## src/rtl/dcea_pkg.sv

```systemverilog
// Shared constants, register codes and engine handshake types for the
// depth and color error accumulator. No dependencies.
package dcea_pkg;

  localparam int DEPTH_BITS       = 16;
  localparam int MAX_FRAME_PIXELS = 1048576;

  localparam int DW   = 16;  // depth field width
  localparam int CW   = 8;   // color channel width
  localparam int DAW  = 63;  // depth accumulator width
  localparam int CAW  = 48;  // color accumulator width
  localparam int NW   = 21;  // pixel counter width
  localparam int DERW = 32;  // per-pixel depth error width
  localparam int CDW  = 17;  // per-pixel color distance width (Q8)
  localparam int SQW  = 18;  // sum of squared channel differences
  localparam int UW   = 34;  // shared subtractor width

  localparam int CNT_FIELD_MAX = (1 << NW) - 1;
  localparam logic [NW-1:0] CNT_CAP =
    NW'((MAX_FRAME_PIXELS < CNT_FIELD_MAX) ? MAX_FRAME_PIXELS : CNT_FIELD_MAX);
  localparam logic [DW-1:0] DEPTH_MASK = DW'((1 << DEPTH_BITS) - 1);

  localparam logic REG_DEPTH_MODE  = 1'b0;
  localparam logic REG_RANGE_LIMIT = 1'b1;

  localparam logic MODE_ABS = 1'b0;
  localparam logic MODE_REL = 1'b1;

  typedef struct packed {
    logic           mode;
    logic [DW-1:0]  diff;
    logic [DW-1:0]  zref;
    logic [SQW-1:0] sq;
  } dcea_req_t;

  typedef struct packed {
    logic [DERW-1:0] derr;
    logic [CDW-1:0]  cdist;
  } dcea_res_t;

endpackage

```

## src/rtl/dcea_engine.sv

```systemverilog
// Iterative error engine: relative depth division and rounded color
// square root on one shared compare-subtract unit. Depends on dcea_pkg.
module dcea_engine (
  input  logic                clk,
  input  logic                rst,
  input  logic                start,
  input  dcea_pkg::dcea_req_t req,
  output logic                done,
  output dcea_pkg::dcea_res_t res
);
  import dcea_pkg::*;

  localparam logic [1:0] E_IDLE = 2'd0;
  localparam logic [1:0] E_DIV  = 2'd1;
  localparam logic [1:0] E_SQRT = 2'd2;
  localparam logic [1:0] E_RND  = 2'd3;

  localparam int NQW = 2 * DW + 1;

  logic [1:0]     state;
  logic [5:0]     cnt;
  logic           mode;
  logic [DW-1:0]  diff;
  logic [NQW-1:0] nq;
  logic [DW:0]    dvs;
  logic [DW:0]    rem;
  logic [UW-1:0]  x;
  logic [UW-1:0]  r;
  logic [CDW-1:0] cdist;

  logic [UW-1:0]  ua;
  logic [UW-1:0]  ub;
  logic [UW-1:0]  udiff;
  logic           uge;
  logic [UW-1:0]  sbit;

  assign sbit = UW'(1) << {cnt[4:0], 1'b0};

  always_comb begin
    unique case (state)
      E_DIV: begin
        ua = UW'({rem, nq[NQW-1]});
        ub = UW'(dvs);
      end
      E_SQRT: begin
        ua = x;
        ub = r + sbit;
      end
      E_RND: begin
        ua = r;
        ub = x;
      end
      default: begin
        ua = '0;
        ub = '0;
      end
    endcase
    udiff = ua - ub;
    uge   = ua >= ub;
  end

  always_ff @(posedge clk) begin
    if (rst) begin
      state <= E_IDLE;
      cnt   <= '0;
      done  <= 1'b0;
    end else begin
      done <= 1'b0;
      unique case (state)
        E_IDLE: begin
          if (start) begin
            state <= (req.mode == MODE_REL) ? E_DIV : E_SQRT;
            cnt   <= (req.mode == MODE_REL) ? 6'(NQW - 1) : 6'(CDW - 1);
          end
        end
        E_DIV: begin
          if (cnt == '0) begin
            state <= E_SQRT;
            cnt   <= 6'(CDW - 1);
          end else begin
            cnt <= cnt - 6'd1;
          end
        end
        E_SQRT: begin
          if (cnt == '0) begin
            state <= E_RND;
          end else begin
            cnt <= cnt - 6'd1;
          end
        end
        E_RND: begin
          state <= E_IDLE;
          done  <= 1'b1;
        end
        default: state <= E_IDLE;
      endcase
    end
  end

  always_ff @(posedge clk) begin
    unique case (state)
      E_IDLE: begin
        if (start) begin
          mode <= req.mode;
          diff <= req.diff;
          nq   <= {req.diff, 1'b0, req.zref};
          dvs  <= {req.zref, 1'b0};
          rem  <= '0;
          x    <= {req.sq, 16'b0};
          r    <= '0;
        end
      end
      E_DIV: begin
        rem <= uge ? udiff[DW:0] : ua[DW:0];
        nq  <= {nq[NQW-2:0], uge};
      end
      E_SQRT: begin
        if (uge) begin
          x <= udiff;
          r <= (r >> 1) + sbit;
        end else begin
          r <= r >> 1;
        end
      end
      E_RND: cdist <= r[CDW-1:0] + CDW'(!uge);
      default: ;
    endcase
  end

  assign res.derr  = (mode == MODE_REL) ? nq[DERW-1:0] : DERW'(diff);
  assign res.cdist = cdist;

endmodule

```

## src/rtl/depth_color_error_accumulator.sv

```systemverilog
// Top level: pixel intake, validity test, saturating frame sums and result
// register. Depends on dcea_pkg and dcea_engine.
//
// channel  dir  handshake          payload
// s        in   s_tvalid/s_tready  s_tdata (pixel pair), s_tlast (frame_end)
// m        out  m_tvalid/m_tready  m_tdata (three sums), m_tuser (saturated)
// cfg      in   cfg_we             cfg_index, cfg_data
//
// A matched pixel in relative mode passes accept, setup, 33 divide steps,
// 17 root steps, rounding and sum; absolute mode leaves out the divide steps.
// A skipped pixel passes accept and setup only. A frame-end item adds an
// emit step for the sums; dcea_engine runs the steps on one compare-subtract unit.
// Reset clears sums, count and flag and loads depth_mode 1, range limit 65535.
// A frame-end item waits while the previous result is still held on m.
module depth_color_error_accumulator (
  input  logic         clk,
  input  logic         rst,
  input  logic         s_tvalid,
  output logic         s_tready,
  // measured_depth, reference_depth, measured_red, measured_green,
  // measured_blue, reference_red, reference_green, reference_blue
  input  logic [79:0]  s_tdata,
  input  logic         s_tlast,
  output logic         m_tvalid,
  input  logic         m_tready,
  // depth_error_sum, color_error_sum, matched_count, zero pad
  output logic [135:0] m_tdata,
  // saturated
  output logic         m_tuser,
  input  logic         cfg_we,
  input  logic         cfg_index,
  input  logic [15:0]  cfg_data
);
  import dcea_pkg::*;

  localparam logic [2:0] ST_IDLE = 3'd0;
  localparam logic [2:0] ST_PREP = 3'd1;
  localparam logic [2:0] ST_WAIT = 3'd2;
  localparam logic [2:0] ST_EMIT = 3'd3;

  logic [2:0]    state;
  logic          depth_mode;
  logic [DW-1:0] range_limit;

  logic [DW-1:0] z;
  logic [DW-1:0] zref;
  logic [CW-1:0] mr, mg, mb, rr, rg, rb;
  logic          last;

  logic [DAW-1:0] dacc;
  logic [CAW-1:0] cacc;
  logic [NW-1:0]  cnt;
  logic           sat;

  logic [DAW-1:0] out_dsum;
  logic [CAW-1:0] out_csum;
  logic [NW-1:0]  out_cnt;
  logic           out_sat;

  logic           matched;
  logic [CW-1:0]  dr, dg, db;
  dcea_req_t      req;
  dcea_res_t      res;
  logic           eng_start;
  logic           eng_done;
  logic           out_free;
  logic           emit_now;
  logic [DAW:0]   dsum;
  logic [CAW:0]   csum;

  function automatic logic [CW-1:0] absd(input logic [CW-1:0] a, input logic [CW-1:0] b);
    return (a > b) ? a - b : b - a;
  endfunction

  always_comb begin
    matched   = (z != '0) && (zref != '0) && (z <= range_limit);
    dr        = absd(mr, rr);
    dg        = absd(mg, rg);
    db        = absd(mb, rb);
    req.mode  = depth_mode;
    req.diff  = (z > zref) ? z - zref : zref - z;
    req.zref  = zref;
    req.sq    = SQW'(dr) * SQW'(dr) + SQW'(dg) * SQW'(dg) + SQW'(db) * SQW'(db);
    eng_start = (state == ST_PREP) && matched;
    out_free  = !m_tvalid || m_tready;
    emit_now  = (state == ST_EMIT) && out_free;
    dsum      = {1'b0, dacc} + (DAW + 1)'(res.derr);
    csum      = {1'b0, cacc} + (CAW + 1)'(res.cdist);
  end

  dcea_engine u_engine (
    .clk   (clk),
    .rst   (rst),
    .start (eng_start),
    .req   (req),
    .done  (eng_done),
    .res   (res)
  );

  assign s_tready = (state == ST_IDLE);

  always_ff @(posedge clk) begin
    if (rst) begin
      depth_mode  <= MODE_REL;
      range_limit <= '1;
    end else if (cfg_we) begin
      unique case (cfg_index)
        REG_DEPTH_MODE:  depth_mode  <= cfg_data[0];
        REG_RANGE_LIMIT: range_limit <= cfg_data;
        default: ;
      endcase
    end
  end

  always_ff @(posedge clk) begin
    if (s_tvalid && s_tready) begin
      z    <= s_tdata[15:0] & DEPTH_MASK;
      zref <= s_tdata[31:16] & DEPTH_MASK;
      mr   <= s_tdata[39:32];
      mg   <= s_tdata[47:40];
      mb   <= s_tdata[55:48];
      rr   <= s_tdata[63:56];
      rg   <= s_tdata[71:64];
      rb   <= s_tdata[79:72];
      last <= s_tlast;
    end
  end

  always_ff @(posedge clk) begin
    if (rst) begin
      state    <= ST_IDLE;
      dacc     <= '0;
      cacc     <= '0;
      cnt      <= '0;
      sat      <= 1'b0;
      m_tvalid <= 1'b0;
    end else begin
      m_tvalid <= emit_now || (m_tvalid && !m_tready);
      unique case (state)
        ST_IDLE: begin
          if (s_tvalid) begin
            state <= ST_PREP;
          end
        end
        ST_PREP: begin
          priority if (matched) state <= ST_WAIT;
          else if (last)        state <= ST_EMIT;
          else                  state <= ST_IDLE;
        end
        ST_WAIT: begin
          if (eng_done) begin
            dacc <= dsum[DAW] ? '1 : dsum[DAW-1:0];
            cacc <= csum[CAW] ? '1 : csum[CAW-1:0];
            sat  <= sat || dsum[DAW] || csum[CAW] || (cnt == CNT_CAP);
            if (cnt != CNT_CAP) begin
              cnt <= cnt + NW'(1);
            end
            state <= last ? ST_EMIT : ST_IDLE;
          end
        end
        ST_EMIT: begin
          if (out_free) begin
            dacc     <= '0;
            cacc     <= '0;
            cnt      <= '0;
            sat      <= 1'b0;
            state    <= ST_IDLE;
          end
        end
        default: state <= ST_IDLE;
      endcase
    end
  end

  always_ff @(posedge clk) begin
    if (state == ST_EMIT && out_free) begin
      out_dsum <= dacc;
      out_csum <= cacc;
      out_cnt  <= cnt;
      out_sat  <= sat;
    end
  end

  assign m_tdata = {4'b0, out_cnt, out_csum, out_dsum};
  assign m_tuser = out_sat;

`ifndef SYNTH
  a_done_in_wait: assert property (@(posedge clk) disable iff (rst)
    eng_done |-> state == ST_WAIT)
    else $error("engine result outside wait state");

  a_count_cap: assert property (@(posedge clk) disable iff (rst)
    cnt <= CNT_CAP)
    else $error("pixel count above cap");

  a_clear_on_emit: assert property (@(posedge clk) disable iff (rst)
    (state == ST_EMIT && out_free) |=> (cnt == '0 && !sat && m_tvalid))
    else $error("sums not cleared after result");

  a_start_idle: assert property (@(posedge clk) disable iff (rst)
    (s_tvalid && s_tready) |=> !s_tready)
    else $error("second item taken while busy");
`endif

endmodule

```

## config.mk

```make
export PLATFORM = sky130hd
export DESIGN_NAME = depth_color_error_accumulator
export DESIGN_NICKNAME = d
export VERILOG_FILES = /design/src/rtl/dcea_pkg.sv /design/src/rtl/dcea_engine.sv /design/src/rtl/depth_color_error_accumulator.sv
export SDC_FILE = /design/constraint.sdc
export NUM_CORES = 2
export LEC_CHECK = 0
export BUFFER_PORTS_ARGS = -buffer_cell sky130_fd_sc_hd__buf_2
export CORE_MARGIN = 8
export CORE_UTILIZATION = 31
export CTS_CLUSTER_DIAMETER = 200
export CTS_CLUSTER_SIZE = 8
export DETAILED_ROUTE_END_ITERATION = 12
export SLEW_MARGIN = 15
export SYNTH_ARGS = -nofsm -noshare
export SYNTH_HDL_FRONTEND = slang
export SYNTH_SLANG_ARGS = --single-unit
```

## constraint.sdc

```tcl
create_clock -name clk -period 8.6 [get_ports clk]
set_clock_uncertainty 0.15 [all_clocks]
set_input_delay 1.29 -clock clk [delete_from_list [all_inputs] [get_ports clk]]
set_output_delay 1.29 -clock clk [all_outputs]
set_load 0.02 [all_outputs]
```

======== Word-level counts from Yosys, hierarchy flattened ========
Cells that the tools add are included.
word-level totals
  output and inout bits ................... 139
  word-level logic and storage cells ...... 162
  input port bits ......................... 103
  RAM bits ................................ 0
  ROM bits ................................ 0
  flip-flop bits (word level) ............. 545
  bits in latches ......................... 0
  memories ................................ 0
operators by class
  multipliers ............................. 3
  shift-type cells ........................ 1
  order comparisons ....................... 6
  multiplexer cells ....................... 50
  reduce and logical (&&, ||, !) cells .... 34
  divide/modulo/power cells ............... 0
  $add $sub $neg .......................... 18
  eq/ne operators ......................... 17
  bitwise logic cells ..................... 1
operators by type and width
  cell                                               count
  one-hot mux 34 bit (3 select lines)                2
  two-way mux 63 bit                                 3
  two-way mux 48 bit                                 3
  two-way mux 34 bit                                 4
  one-hot mux 34 bit (2 select lines)                2
  one-hot mux 63 bit (2 select lines)                1
  one-hot mux 48 bit (2 select lines)                1
  one-hot mux 33 bit (2 select lines)                1
  adder 63 x 32 -> 64 bit                            1
  two-way mux 21 bit                                 3
  adder 48 x 17 -> 49 bit                            1
  multiplier 8 x 8 -> 16 bit                         3
  subtractor 8 bit                                   6
  one-hot mux 21 bit (2 select lines)                1
  adder 33 x 34 -> 34 bit                            1
  adder 34 bit                                       1
  greater-or-equal comparator 34 bit                 1
  two-way mux 17 bit                                 2
  one-hot mux 17 bit (2 select lines)                1
  left shift 1 x 6 -> 34 bit (first input constant)  1
  subtractor 34 bit                                  1
  two-way mux 33 bit                                 1
  two-way mux 32 bit                                 1
  nonzero test 16 bit                                2
  other kinds (39)                                   86

======== Logic depth before layout (Yosys ltp) ========
  depth in word-level cells ............... 7
  gate-level depth with buffers ........... 37

======== Hierarchy ========
Synthesis repeated with hierarchy kept, for this count alone.
unflattened totals
  cells, all modules ...................... 3786
  area, all modules ....................... 37679.9 µm²
modules (own cells, without submodules)
  module                         times used  area an instance (µm²)  sequential area each (µm²)  cells each
  depth_color_error_accumulator  1           25142.9                 9489.1                      2547
  dcea_engine                    1           12537.0                 5225.0                      1239

======== Least setup slack after synthesis ========
No wires, ideal clock.
  path kind ............................... register -> register
  from .................................... register mg[0]
  to ...................................... register u_engine.x[32] (data pin)
  period minus slack after synthesis ...... 8.827 ns
  arrival time ............................ 8.417 ns
  required time ........................... 8.189 ns
  path slack .............................. -0.227 ns
  cell stages (with the launch flop) ...... 34
  setup time .............................. 0.261 ns
  path through ............................ edfxtp_1 -> inv_1 -> ha_1 -> inv_1 -> fa_1 -> a21o_1 -> a21oi_1 -> o21ai_0 -> a21oi_1 -> nor2b_1 -> o22ai_2 -> mux2_2 -> a221oi_1 -> xor2_1 -> nand2b_1 -> fa_1 -> inv_1 -> fa_1 -> fa_1 -> fa_1 -> fa_1 -> fa_1 -> inv_1 -> fa_1 -> inv_1 -> ha_1 -> a21o_1 -> a21oi_1 -> o21ai_0 -> a2111oi_0 -> or3_1 -> o21ai_0 -> xnor2_1 -> mux2i_1
between the ends
  longest elaborated chain between the ends .. 7
  elaborated cells on any way between the ends .. 9
  classes of those cells .................. add/sub (4); mul (1); order compare (1); mux (3)
ends and longest elaborated chain
  element                                                        RTL line                              source
  start: declaration                                             depth_color_error_accumulator.sv:47   logic [CW-1:0] mr, mg, mb, rr, rg, rb;
  start signal: assignment                                       depth_color_error_accumulator.sv:120  mg <= s_tdata[47:40];
  subtractor 8 bit / > comparator 8 bit (equally long branches)  depth_color_error_accumulator.sv:72   return (a > b) ? a - b : b - a;
  two-way mux 8 bit (*)                                          depth_color_error_accumulator.sv:72
  multiplier 8 x 8 -> 16 bit (*)                                 depth_color_error_accumulator.sv:83   req.sq = SQW'(dr) * SQW'(dr) + SQW'(dg) * SQW'(dg) + SQW'(db) * SQW'(db);
  adder 16 x 16 -> 17 bit (*)                                    depth_color_error_accumulator.sv:83
  adder 17 x 16 -> 18 bit (*)                                    depth_color_error_accumulator.sv:83
  two-way mux 34 bit (*)                                         dcea_engine.sv:103                    if (start) begin
  one-hot mux 34 bit (2 select lines) (*)                        dcea_engine.sv:101                    unique case (state)
  end signal: assignment                                         dcea_engine.sv:109                    x <= {req.sq, 16'b0};
  end signal: assignment                                         dcea_engine.sv:119                    x <= udiff;
  end: declaration                                               dcea_engine.sv:27                     logic [UW-1:0] x;
Every way passes the cells marked *; elsewhere a longest branch is shown, timed or not. The select of a mux whose other input is x is not followed.
A chain may end at the register's enable or synchronous reset.

======== Final worst setup path ========
  from .................................... register mr[0]
  to ...................................... register u_engine.x[30] (data pin)
between the ends
  longest elaborated chain between the ends .. 7
  elaborated cells on any way between the ends .. 9
  classes of those cells .................. add/sub (4); mul (1); order compare (1); mux (3)
ends and longest elaborated chain
  element                                                        RTL line                              source
  start: declaration                                             depth_color_error_accumulator.sv:47
  start signal: assignment                                       depth_color_error_accumulator.sv:119  mr <= s_tdata[39:32];
  subtractor 8 bit / > comparator 8 bit (equally long branches)  depth_color_error_accumulator.sv:72
  two-way mux 8 bit (*)                                          depth_color_error_accumulator.sv:72
  multiplier 8 x 8 -> 16 bit (*)                                 depth_color_error_accumulator.sv:83
  adder 16 x 16 -> 17 bit (*)                                    depth_color_error_accumulator.sv:83
  adder 17 x 16 -> 18 bit (*)                                    depth_color_error_accumulator.sv:83
  two-way mux 34 bit (*)                                         dcea_engine.sv:103
  one-hot mux 34 bit (2 select lines) (*)                        dcea_engine.sv:101
Marked as above.

==> run summary <==
Maximum operating frequency = 117 MHz
R2R depth = 38
Syn Inst Count = 3790
Worst Path Max Fanout = 7
Final WL = 102000 um
CTS Buf Count = 77
Worst-Skew Late Latency = 0.66 ns
Startpoint types = flop
Post-synth top area share = 30.6%
GP Congestion = 0.898
Post-Syn Area = 37400 um2
Top_reg_cell synth = edfxtp_1
First-pass GRT wire length = 160000 um
Overflow left after global routing = 0
# IOs = 242
Multi-input gate area = 21100 um2
IO buf count = 237
Sequential cell area = 14700 um2
Register-to-register setup slack = 0.04 ns
CTS sink cnt = 544
Delay-heaviest family, CP = adder cells
Initial DRC count = 2133
Number of global-route vias before repair = 28800
Pre-CTS setup slack = -0.276 ns
Clock-pin slew on the worst setup and hold paths = 0.05 ns
CTS tree = yes
Final Hold Viols = 0
Minimum clock period = 8.56 ns
Worst EP arrival = 8.73 ns
FF-to-FF Start = mr[0]
Nets = 4642
Cts hold-fix bufs = 0
Remaining DRCs = 0
DP HPWL = 76600 um
Critical path type = flop to flop
Min-Delay Endpoint = out_dsum[52]
Syn avg cell area = 9.88 um2
Drt pass-1 iters = 5
Finished Cell Area = 43800 um2
Final period util = 99.5%
Area Growth Syn to Fin = 17.0%
Hold Path Class = flop to flop
Post-layout util = 36.6%
Tot GR Track Use = 14.9%
Most frequent cell on the critical path = fa_1
Final setup violation count = 0
Core area = 120000 um2
R2R Path End = u_engine.x[30]
Cell variety after synth = 89
Initial antenna violation count = 5
FILL cells = 12100
Final Slew Violations = 0
CP Buf/Inv Count = 11
Crit path capture type = flop
CP required = 8.78 ns
Clock root cell = clkbuf_16
Chip width = 364 um
Die height = 364 um
RSZ-0062 raised after global routing = yes
Slowest CP cell = fa_1
Async S/R FF share, synth = 0%
CTS max path bufs = 3
Share of layout cells above drive strength 1 = 15.3%
Initial Utilization = 31.3%
Max-cap violations = 0
Synthesized flop and latch total = 544
Largest net degree at the start of global routing = 78
Slew Limit Headroom = 28.5%
Cell area after placement = 41000 um2
Row cnt = 127
Yosys Warn Count = 0
WL per Instance = 17.7 um
Hold Path Stages = 0
Setup ws final = 0.0418 ns
Via count = 29200
Outcome = finished clean
Synth area leaders = edfxtp_1, ha_1, dfxtp_1
Vias per cell = 5.07
H-tree lvl count = 3
Critical path's largest stage delay = 0.53 ns
Number of flops mapped to enable cells by yosys = 382
Die area = 132000 um2
Slew @ Worst Pin = 1.07 ns
HP Start = dacc[52]
Seq/Total Area, Yosys = 39.3%
Yosys top cell by area = edfxtp_1
ANT nets after route = 0
==> flip-flops by register name, summed over array words and instances, names as in the netlist, 17 cells and up <==
| register | flops |
|---|---|
| cacc | 48 |
| cnt | 21 |
| dacc | 63 |
| out_cnt | 21 |
| out_csum | 48 |
| out_dsum | 63 |
| u_engine.cdist | 17 |
| u_engine.nq | 33 |
| u_engine.r | 34 |
| u_engine.rem | 17 |
| u_engine.x | 34 |
==> cells in the mapped netlist (all sizes together) (35+ instances only) <==
master and number:
inv 383, edfxtp 382, ha 304, nand2 283
nor2 268, a21oi 248, o21ai 201, dfxtp 162
fa 144, clkbuf 131, xnor2 118, nand3 101
xor2 84, a21o 81, nor2b 56, nor3 54
and2 50, nand2b 49, nand4 49, a31oi 47
mux2i 46, a211oi 45, and3 41, mux2 41
a22o 35
==> layout make-up <==
cell class / count / area share, %
Multi-Input combinational cell: 2707 / 48.1
Sequential cell: 544 / 33.6
Timing Repair Buffer: 378 / 5.20
Clock buffer: 132 / 4.87
Tap cell: 1612 / 4.60
Inverter: 383 / 3.29
Clock inverter: 6 / 0.334
Antenna cell: 3 / 0.0171
==> worst max-delay path by stage <==
stage                     cells after the start  start        endpoint  slack [ns]
after floorplan                              33  mg[0]  u_engine.x[32]        0.01
after global placement                       33  mg[0]  u_engine.x[32]       -0.21
after detailed placement                     33  mg[0]  u_engine.x[32]       -0.28
after CTS                                    37  mr[0]  u_engine.x[30]       0.008
after global routing                         36  mb[0]  u_engine.x[30]       -0.39
final                                        38  mr[0]  u_engine.x[30]        0.04
==> metrics by stage <==
step | TNS, ns | hold WS, ns | cells
floorplan | 0 | 0.258 | 3793
global placement | -0.414 | 0.271 | 5608
detailed placement | -0.701 | 0.279 | 5608
CTS | 0 | 0.285 | 5753
global route | -1.75 | 0.297 | 5762
finish | 0 | 0.283 | 5765
==> worst register-to-register path, delay by kind of cell (launching register included) <==
kind	cells	cell delay, ns
flip-flops	1	0.38
buffers and inverters	11	0.87
XOR/XNOR	2	0.22
AO/OA/AOI/OAI	10	1.51
adder cells (fa/ha/maj)	10	4.25
AND/OR/NAND/NOR	4	0.71
multiplexers	1	0.15
==> repair_timing <==
item	CTS	global route
setup buffers	7	9
pin swaps	42	69
cloned	0	0
setup endpoints to repair	5	10
gates resized for setup	32	48
==> cells by family (layout without fill, tap and decap cells) <==
| family | Yosys count | count (layout) | synth area share, % |
|---|---|---|---|
| muxes | 87 | 87 | 2.46 |
| buffers and inverters | 542 | 899 | 5.59 |
| DFF | 544 | 544 | 39.3 |
| xor gates and xnor gates | 202 | 202 | 4.72 |
| adders and majority gates | 448 | 448 | 17.9 |
| other | 1 | 7 | 0.0100 |
| AOI/OAI and AO/OA | 933 | 933 | 16.8 |
| and+or+nand+nor | 1033 | 1033 | 13.3 |
==> layout by cell type (no fill, tap or decap), types with 99 or more instances in the layout <==
master and instances:
edfxtp_1 382, inv_1 373, ha_1 292, nand2_1 281, nor2_1 260, a21oi_1 240
buf_2 236, o21ai_0 186, dfxtp_1 162, fa_1 139, buf_4 136, xnor2_1 111
nand3_1 99
==> metal layers <==
layer,part of all wire [%],global-route usage (%),routed length [um],vias to the layer above
li1,-,-,-,14200
met1,45,20.0,45600,14000
met2,46,24.5,46800,843
met3,6.0,2.34,6110,187
met4,3.4,5.14,3510,2
met5,0.0069,0,7,-
Power is left out: the tool's default activity adds up to more than one toggle a clock period on the data nets, which glitch-free logic cannot reach.
